**src/rtl/core/bpce_pkg.sv**
```systemverilog
package bpce_pkg;

    typedef longint unsigned t_u64;

    // Field widths of the channels.
    localparam int BITS_W     = 63;
    localparam int ORDER_W    = 6;
    localparam int ANGLE_W    = 16;
    localparam int OUT_W      = 24;
    localparam int INV_W      = 17;
    localparam int CFG_IDX_W  = 2;
    localparam int CFG_DATA_W = 17;

    // Configuration register indexes.
    localparam logic [CFG_IDX_W-1:0] CFG_MODE       = 2'd0;
    localparam logic [CFG_IDX_W-1:0] CFG_INV_RADIUS = 2'd1;

    localparam logic [INV_W-1:0] INV_RADIUS_RST = 17'd65536;

    // Fraction bits of the radius reciprocal.
    localparam int INV_FRAC = 16;

    // Powers of z are clamped to +-2^34 and kept in 36 bits.
    localparam int     ZW        = 36;
    localparam int     ZSPLIT    = 18;
    localparam longint POW_LIMIT = 64'sd17179869184;

    // Accumulator: 63 terms of at most 2^34 plus the final power.
    localparam int     SUM_W   = 43;
    localparam longint OUT_MAX = 64'sd8388607;
    localparam longint OUT_MIN = -64'sd8388608;

    localparam t_u64 HALF_PI_Q30 = 64'd1686629713;

    typedef struct packed {
        logic load;
        logic look;
        logic smul;
        logic init;
        logic mul;
        logic add;
        logic rnd;
        logic emit;
    } t_cmd;

    typedef struct packed {
        logic left_zero;
        logic left_one;
        logic out_busy;
    } t_status;

    // Sine of x in [0, pi/2] by an eight-term series, argument and result in Q2.30.
    function automatic t_u64 sin_q30(t_u64 x);
        t_u64   x2;
        t_u64   t;
        longint s;
        x2 = (x * x) >> 30;
        t  = x;
        s  = longint'(x);
        t  = ((t * x2) >> 30) / 6;
        s  = s - longint'(t);
        t  = ((t * x2) >> 30) / 20;
        s  = s + longint'(t);
        t  = ((t * x2) >> 30) / 42;
        s  = s - longint'(t);
        t  = ((t * x2) >> 30) / 72;
        s  = s + longint'(t);
        t  = ((t * x2) >> 30) / 110;
        s  = s - longint'(t);
        t  = ((t * x2) >> 30) / 156;
        s  = s + longint'(t);
        t  = ((t * x2) >> 30) / 210;
        s  = s - longint'(t);
        if (s < 0) begin
            s = 0;
        end
        return t_u64'(s);
    endfunction

    // Rounds a Q2.30 value to the given number of fraction bits.
    function automatic t_u64 to_frac(t_u64 q30, int frac);
        int sh;
        sh = 30 - frac;
        return (q30 + (t_u64'(1) << (sh - 1))) >> sh;
    endfunction

endpackage

```
**src/rtl/core/bpce_ctrl.sv**
```systemverilog
module bpce_ctrl (
    input  logic                 i_clk,
    input  logic                 i_rst_n,
    input  logic                 i_in_valid,
    output logic                 o_in_ready,
    input  bpce_pkg::t_status    i_status,
    output bpce_pkg::t_cmd       o_cmd
);

    localparam logic [2:0] S_IDLE = 3'd0;
    localparam logic [2:0] S_LOOK = 3'd1;
    localparam logic [2:0] S_SMUL = 3'd2;
    localparam logic [2:0] S_INIT = 3'd3;
    localparam logic [2:0] S_MUL  = 3'd4;
    localparam logic [2:0] S_ADD  = 3'd5;
    localparam logic [2:0] S_RND  = 3'd6;
    localparam logic [2:0] S_FIN  = 3'd7;

    logic [2:0] r_state;
    logic [2:0] n_state;

    always_comb begin
        n_state = r_state;
        o_cmd   = '0;
        unique case (r_state)
            S_IDLE: begin
                if (i_in_valid) begin
                    o_cmd.load = 1'b1;
                    n_state    = S_LOOK;
                end
            end
            S_LOOK: begin
                o_cmd.look = 1'b1;
                n_state    = S_SMUL;
            end
            S_SMUL: begin
                o_cmd.smul = 1'b1;
                n_state    = S_INIT;
            end
            S_INIT: begin
                o_cmd.init = 1'b1;
                n_state    = i_status.left_zero ? S_FIN : S_MUL;
            end
            S_MUL: begin
                o_cmd.mul = 1'b1;
                n_state   = S_ADD;
            end
            S_ADD: begin
                o_cmd.add = 1'b1;
                n_state   = S_RND;
            end
            S_RND: begin
                o_cmd.rnd = 1'b1;
                n_state   = i_status.left_one ? S_FIN : S_MUL;
            end
            S_FIN: begin
                // Wait here only while the previous result is still unclaimed.
                if (!i_status.out_busy) begin
                    o_cmd.emit = 1'b1;
                    n_state    = S_IDLE;
                end
            end
        endcase
    end

    always_ff @(posedge i_clk) begin
        if (!i_rst_n) begin
            r_state <= S_IDLE;
        end else begin
            r_state <= n_state;
        end
    end

    assign o_in_ready = (r_state == S_IDLE);

endmodule

```
**config.mk**
```make
export PLATFORM = sky130hd
export DESIGN_NAME = bpce_ctrl
export DESIGN_NICKNAME = d
export VERILOG_FILES = /design/src/rtl/core/bpce_pkg.sv /design/src/rtl/core/bpce_ctrl.sv
export SDC_FILE = /design/constraint.sdc
export NUM_CORES = 1
export LEC_CHECK = 0
export BUFFER_PORTS_ARGS = -buffer_cell sky130_fd_sc_hd__buf_2
export CAP_MARGIN = 20
export CELL_PAD_IN_SITES_DETAIL_PLACEMENT = 0
export CELL_PAD_IN_SITES_GLOBAL_PLACEMENT = 2
export CORE_AREA = 2 2 39 41
export DETAILED_ROUTE_END_ITERATION = 8
export DIE_AREA = 0 0 41 43
export GPL_TIMING_DRIVEN = 0
export PLACE_DENSITY = 0.74
export SLEW_MARGIN = 15
export SYNTH_ARGS = -nofsm -noshare
export SYNTH_HDL_FRONTEND = slang
export SYNTH_SLANG_ARGS = --single-unit
```
**constraint.sdc**
```tcl
create_clock -name i_clk -period 1.62 [get_ports i_clk]
set_clock_uncertainty 0.15 [all_clocks]
set_input_delay 0 -clock i_clk [delete_from_list [all_inputs] [get_ports i_clk]]
set_output_delay 0 -clock i_clk [all_outputs]
set_load 0.1 [all_outputs]
```
=== Word level (Yosys, flattened, before mapping) ===
Cells that the tools add are included.

* Equal/unequal tests: 9
* Mux-type cells: 15
* Reduce and logical (&&, ||, !) cells: 2

{| class="wikitable"
|+ Operators by type and width
! kind !! count
|-
| one-hot mux 3 bit (8 select lines) || 1
|-
| == test 3 bit, second input constant || 4
|-
| two-way mux 1 bit || 10
|-
| == test 3 x 2 -> 1 bit, second input constant || 2
|-
| two-way mux 3 bit || 2
|-
| two-way mux 2 bit || 2
|-
| != test 2 bit, second input constant || 2
|-
| == test 3 x 1 -> 1 bit, second input constant || 1
|-
| logical NOT 3 bit || 1
|-
| AND reduction 2 bit || 1
|}

* Register bits after elaboration: 3
* Input port bits: 6
* Output and inout port bits: 9
* Logic and storage cells: 27

=== Depth between registers and ports, before layout ===
Gate-level depths: netlist of the first run.

* Word-level depth: 3
* Depth in mapped cells: 4

=== Worst setup path before layout of the first run ===
OpenSTA, ideal clock, no wires.

* Path kind: flip-flop to output port
* Start point: reg r_state[1]
* End point: out o_cmd[7] (netlist name)
* Data arrival time: 3.496 ns
* Path slack: -2.026 ns
* Stages on the path, launching flop included: 4
* Buffers on the path: 1
* Cell sequence: dfxtp_1 > buf_2 > nor3_1 > and2_1

{| class="wikitable"
|+ RTL lines
! item !! RTL line !! source
|-
| start: declaration || bpce_ctrl.sv:19 || <nowiki>logic [2:0] r_state;</nowiki>
|-
| start signal: assignment || bpce_ctrl.sv:70 || <nowiki>r_state <= n_state;</nowiki>
|-
| end: declaration || bpce_ctrl.sv:7 || <nowiki>output bpce_pkg::t_cmd o_cmd</nowiki>
|}

==> flow_metrics.env, run 1 <==
export IMPL_status="finished clean"
export IMPL_antenna_found_initial=0
export IMPL_synth_seq_cells=3
export IMPL_path_max_fanout=8
export IMPL_path_delay_family="buffers and inverters"
export IMPL_hold_viol=0
export IMPL_synth_top_cell_area_share_pct=26.7
export IMPL_track_usage_pct=7.44
export IMPL_synthesis_area_um2=225
export IMPL_largest_reg_flops=3
export IMPL_cts_sinks=3
export IMPL_p_total_w=0.000448
export IMPL_synth_flop_cell="dfxtp_1"
export IMPL_path_cells="buf_6 -> nand2_2 -> nor3_4 -> buf_2"
export IMPL_wire_per_inst_um=9.35
export IMPL_r2r_slack_ns=0.36
export IMPL_yosysMostFrequentCell="nor3_1"
export IMPL_cts_resized=0
export IMPL_max_flop_register="r_state"
export IMPL_core_um2=1380
export IMPL_setup_viol=0
export IMPL_insertion_delay_ns=0.23
export IMPL_cts_tree="built"
export IMPL_diodes=0
export IMPL_relSlewSlack_pct=67.7
export IMPL_clk_path_buf_depth=2
export IMPL_gp_congestion=0.645
export IMPL_fin_crit_ns=1.53
export IMPL_placed_cells=57
export IMPL_irDropWorstVdd_v=0.000262
export IMPL_synthToLayoutAreaGrowth_pct=85.6
export IMPL_hold_depth=3
export IMPL_fin_setup_tns_ns=0
export IMPL_cts_buffers=3
export IMPL_cp_num_buf_inv=2
export IMPL_fmax_mhz=653
export IMPL_fin_cells=63
export IMPL_grt_first_pass_wirelength_um=897
export IMPL_cellLeakagePower_nw=0.191
export IMPL_critPathLaunchType="flip-flop"
export IMPL_rows=14
export IMPL_synthArstFlopShare_pct=0
export IMPL_seq_area_frac_synth_pct=26.7
export IMPL_root_buffer="clkbuf_4"
export IMPL_overflow=0
export IMPL_r2r_end="r_state[1]"
export IMPL_dr_pass1_iters=1
export IMPL_synthTopCellsByArea="dfxtp_1 27%, nor3_1 13%, o21ai_4 7.2%"
export IMPL_port_buffers=14
export IMPL_hold_end="r_state[0]"
export IMPL_drt_wl_total_um=589
export IMPL_critPathCaptureType="primary output"
export IMPL_synth_cell_types=16
export IMPL_worstMarginPinSlew_ns=0.489
export IMPL_dpl_hpwl_um=469
export IMPL_nNetsFinal=54
export IMPL_syn_inst=27
export IMPL_pin_count=15
export IMPL_final_core_util_pct=30.2
export IMPL_required_ns=1.47
export IMPL_min_path_type="input port to flip-flop"
export IMPL_reg2reg_depth=4
export IMPL_synth_commonest_cells="6 x nor3_1, 3 x dfxtp_1"
export IMPL_timing_hold_ws_ns=0.00541
export IMPL_vias=256
export IMPL_synth_net_count=33
export IMPL_die_w_um=41
export IMPL_yosys_warnings=0
export IMPL_yosysTopAreaCell="dfxtp_1"
export IMPL_r2r_start="r_state[0]"
export IMPL_rsz0062_at_grt="false"
export IMPL_routed_via_density=4.06
export IMPL_start_util_pct=16.3
export IMPL_crit_cells=4
export IMPL_clk_pin_slew_worst_paths_ns=0.04
export IMPL_slowest_delay_ns=0.45
export IMPL_cellPowerDensity_nw_per_um2=1070
export IMPL_min_from="i_in_valid"
export IMPL_cpMaxStageDelayCell="buf_2"
export IMPL_syn_avg_cell_area_um2=8.34
export IMPL_antenna_left=0
export IMPL_grt_max_degree=9
export IMPL_synth_edf_count=0
export IMPL_drv_cap=0
export IMPL_finalCritPeriodShare_pct=94.6
export IMPL_drive_gt1_share_pct=76.6
export IMPL_grt_pass1_vias=222
export IMPL_die_area_um2=1760
export IMPL_worstPathArrival_ns=1.38
export IMPL_drv_slew=0
export IMPL_drc=0
export IMPL_largestRegisters="r_state (3)"
export IMPL_die_y_um=43
export IMPL_drt_iter0_drc=0
export IMPL_critical_path_class="flip-flop to primary output"
export IMPL_htreeDepth=1
==> how the worst max path moves through the flow <==
stage               startpoint        to  slack (ns)
floorplan           r_state[1]  o_cmd[7]       -0.37
global placement    r_state[0]  o_cmd[0]        0.32
detailed placement  r_state[0]  o_cmd[0]        0.32
CTS                 r_state[0]  o_cmd[0]        0.07
global route        r_state[1]  o_cmd[0]     0.00007
finish              r_state[0]  o_cmd[0]        0.09
==> layout by cell type, fill, tap and decap left out <==
master and count:
inv_1 2, o22ai_1 1, a221oi_2 1, a211oi_1 1, nand2_1 1, nand2_2 1
nor3_4 2, dfxtp_1 2, buf_6 2, mux2_4 1, clkbuf_4 3, inv_2 2
buf_2 14, o21ai_4 1, dlygate4sd3_1 2, nor3_1 1, a211oi_2 1, dfxtp_4 1
clkbuf_1 1, nor3_2 4, and2_2 1, nor2_2 2
==> cell type report <==
type | instances | area (um^2)
Timing Repair Buffer | 16 | 90.1
Fill cell | 162 | 966
Inverter | 4 | 15.0
Clock buffer | 4 | 26.3
Multi-Input combinational cell | 18 | 180
Buffer | 2 | 22.5
Tap cell | 16 | 20.0
Sequential cell | 3 | 63.8
==> kinds of logic after synthesis <==
logic type             after synthesis  share of synthesized area, %
AOI/OAI and AO/OA                    5                          25.6
buffers and inverters                6                          13.9
DFF                                  3                          26.7
muxes                                1                          6.66
and+or+nand+nor                     12                          27.2
==> power breakdown <==
part | internal [W] | switching, W
Combinational | 0.0000552 | 0.000177
Clock | 0.0000922 | 0.0000368
Sequential | 0.0000806 | 0.00000602
==> tightest hold or removal path: stages <==
cell and delay [ns]:
buf_2 0.11, o22ai_1 0.15, a221oi_2 0.08
==> per-layer routing <==
metal,track usage [%],share of wire [%]
met2,10.6,42
met1,10.0,46
met4,4.00,1.5
met5,0,0
met3,1.57,11
==> stage by stage <==
stage	setup slack, ns	instance area, um^2
3_3_place_gp	0.321	372
5_1_grt	0.0000666	418
2_1_floorplan	-0.370	282
4_1_cts	0.0742	418
6_report	0.0876	418
3_5_place_dp	0.323	372
==> what timing repair did <==
| action | 4_1_cts | 5_1_grt |
|---|---|---|
| hold buffers | 2 | 0 |
| endpoints found under the hold margin | 3 | 0 |
| setup buffers | 0 | 0 |
(Power assumes the default switching activity.)
==> run 2: changes to the inputs <==
==> config.mk (replaced) <==
export PLATFORM = sky130hd
export DESIGN_NAME = bpce_ctrl
export DESIGN_NICKNAME = d
export VERILOG_FILES = /design/src/rtl/core/bpce_pkg.sv /design/src/rtl/core/bpce_ctrl.sv
export SDC_FILE = /design/constraint.sdc
export NUM_CORES = 1
export LEC_CHECK = 0
export ABC_AREA = 1
export BUFFER_PORTS_ARGS = -buffer_cell sky130_fd_sc_hd__buf_2
export CAP_MARGIN = 20
export CELL_PAD_IN_SITES_DETAIL_PLACEMENT = 0
export CELL_PAD_IN_SITES_GLOBAL_PLACEMENT = 2
export CORE_UTILIZATION = 15
export DETAILED_ROUTE_END_ITERATION = 8
export GPL_TIMING_DRIVEN = 0
export PLACE_DENSITY_LB_ADDON = 0.25
export SLEW_MARGIN = 20
export SYNTH_ARGS = -nofsm -noshare
export SYNTH_HDL_FRONTEND = slang
export SYNTH_SLANG_ARGS = --single-unit
==> flow_metrics.env, run 2 <==
export IMPL_core_um2=1320
export IMPL_hold_viol=0
export IMPL_htreeDepth=1
export IMPL_grt_first_pass_wirelength_mm=1.22
export IMPL_path_max_fanout=7
export IMPL_antenna_found_initial=0
export IMPL_fin_cells=72
export IMPL_dr_pass1_iters=4
export IMPL_gp_congestion=0.599
export IMPL_clk_pin_slew_worst_paths_ns=0.04
export IMPL_synth_commonest_cells="8 x nor2_1, 7 x inv_1, 7 x nand2_1"
export IMPL_synthTopCellsByArea="dfxtp_1 28%, nor2_1 14%, inv_1 12%"
export IMPL_drive_gt1_share_pct=49.1
export IMPL_path_cells="nand2_1 -> nor3_4 -> buf_2"
export IMPL_final_common_cell="buf_2"
export IMPL_path_delay_family="buffers and inverters"
export IMPL_synth_net_count=43
export IMPL_cellPowerDensity_nw_per_um2=1950
export IMPL_port_buffers=14
export IMPL_min_path_type="input port to flip-flop"
export IMPL_drt_wl_total_um=683
export IMPL_fmax_mhz=652
export IMPL_drt_iter0_drc=5
export IMPL_p_total_w=0.000760
export IMPL_diodes=0
export IMPL_vias=308
export IMPL_worstPathArrival_ns=1.38
export IMPL_final_cell_area_um2=390
export IMPL_cpMaxStageDelayCell="buf_2"
export IMPL_synth_cell_types=12
export IMPL_post_dp_cell_area_um2=342
export IMPL_placed_cells=66
export IMPL_drv_cap=0
export IMPL_insertion_delay_ns=0.23
export IMPL_cp_num_buf_inv=1
export IMPL_final_cell_mix="13 x buf_2, 7 x inv_1, 7 x nand2_1, 5 x nor2_1, 4 x clkbuf_4"
export IMPL_drv_slew=0
export IMPL_yosysMostFrequentCell="nor2_1"
export IMPL_fin_setup_tns_ns=0
export IMPL_critical_path_class="flip-flop to primary output"
export IMPL_slowest_delay_ns=0.45
export IMPL_synthArstFlopShare_pct=0
export IMPL_pin_count=15
export IMPL_required_ns=1.47
export IMPL_nNetsFinal=64
export IMPL_antenna_left=0
export IMPL_critPathLaunchType="flip-flop"
export IMPL_track_usage_pct=11.5
export IMPL_root_buffer="clkbuf_4"
export IMPL_cts_buffers=3
export IMPL_clk_path_buf_depth=2
export IMPL_syn_inst=37
export IMPL_syn_avg_cell_area_um2=5.88
export IMPL_seq_area_frac_synth_pct=27.6
export IMPL_worstMarginPinSlew_ns=0.486
export IMPL_yosysTopAreaCell="dfxtp_1"
export IMPL_rsz0062_at_grt="false"
export IMPL_irDropWorstVdd_v=0.000634
export IMPL_synth_flop_cell="dfxtp_1"
export IMPL_setup_viol=0
export IMPL_largest_reg_flops=3
export IMPL_relSlewSlack_pct=67.8
export IMPL_synth_edf_count=0
export IMPL_synthToLayoutAreaGrowth_pct=79.3
export IMPL_cts_sinks=3
export IMPL_critPathCaptureType="primary output"
export IMPL_die_area_um2=1610
export IMPL_wire_per_inst_um=9.49
export IMPL_overflow=0
export IMPL_routed_via_density=4.28
export IMPL_grt_pass1_vias=293
export IMPL_cellLeakagePower_nw=0.218
export IMPL_start_util_pct=16.5
export IMPL_dpl_hpwl_um=500
export IMPL_drc=0
export IMPL_fin_crit_ns=1.53
export IMPL_yosys_warnings=0
export IMPL_r2r_slack_ns=0.50
export IMPL_cts_setup_buffers=0
export IMPL_grt_max_degree=9
export IMPL_synth_top_cell_area_share_pct=27.6
export IMPL_finalCritPeriodShare_pct=94.7
export IMPL_synthesis_area_um2=218
export IMPL_max_flop_register="r_state"
export IMPL_die_w_um=40.1
export IMPL_rows=13
export IMPL_die_y_um=40.1
export IMPL_status="finished clean"
export IMPL_cts_tree="built"
export IMPL_synth_seq_cells=3
export IMPL_largestRegisters="r_state (3)"
[run 2: cell count changes after synthesis, moves of 2 or more]
cell,delta
a21oi_1,+2
inv_1,+5
nand2_1,+5
nand4_1,+3
nor2_1,+6
nor3_1,-4
[run 2: through the flow]
| stage | hold slack, ns | utilization [%] | worst slack [ns] |
|---|---|---|---|
| 3_5_place_dp | 0.0942 | 25.9 | 0.344 |
| 4_1_cts | 0.0341 | 29.4 | 0.0857 |
| 5_1_grt | 0.105 | 29.6 | 0.0106 |
| 6_report | 0.0264 | 29.6 | 0.0855 |
| 2_1_floorplan | -0.0410 | - | -0.332 |
| 3_3_place_gp | 0.0963 | 25.9 | 0.338 |
[run 2: power breakdown]
part / switching (W) / internal, W
sequential: 0.0000405 / 0.0000962
combinational: 0.000406 / 0.0000836
clock: 0.0000410 / 0.0000925
total: 0.000488 / 0.000272
[run 2: layout make-up]
class	instances	area, um^2
clock buffers	4	26.3
fillers	154	927
inverters	8	35.0
multi-input cells	26	151
flip-flops and latches	3	66.3
well taps	15	18.8
repair buffers	16	92.6
[run 2: timing repair]
item	4_1_cts	5_1_grt
resized for setup	0	1
hold endpoints to repair	3	0
endpoints found under the setup margin	0	1
hold buffers	2	0
[run 2: routing by layer]
layer  global-route usage [%]  routed length [um]
met4                     5.17                   0
met1                     14.2                 310
met5                        0                   0
met3                     3.33                  64
met2                     18.1                 309
[run 2: worst paths after layout]
kind / depth (start not counted) / startpoint / endpoint
min: 5 / i_in_valid / r_state[0]
min reg2reg: 2 / r_state[2] / r_state[2]
max reg2reg: 5 / r_state[1] / r_state[1]
max: 3 / r_state[1] / o_cmd[0]
[run 2: cells by family (layout without fill, tap and decap cells)]
logic type | Yosys count | after routing | synth area share, %
buffers and inverters | 8 | 28 | 13.8
AOI/OAI and AO/OA | 3 | 3 | 8.05
and+or+nand+nor | 23 | 23 | 50.6
DFF | 3 | 3 | 27.6
[run 2: worst reg2reg max path: cells and delay by family (launching register included)]
kind / cells / cell delay, ns
AOI/OAI and AO/OA: 1 / 0.08
DFF: 1 / 0.40
buffers and inverters: 1 / 0.08
and+or+nand+nor: 3 / 0.29
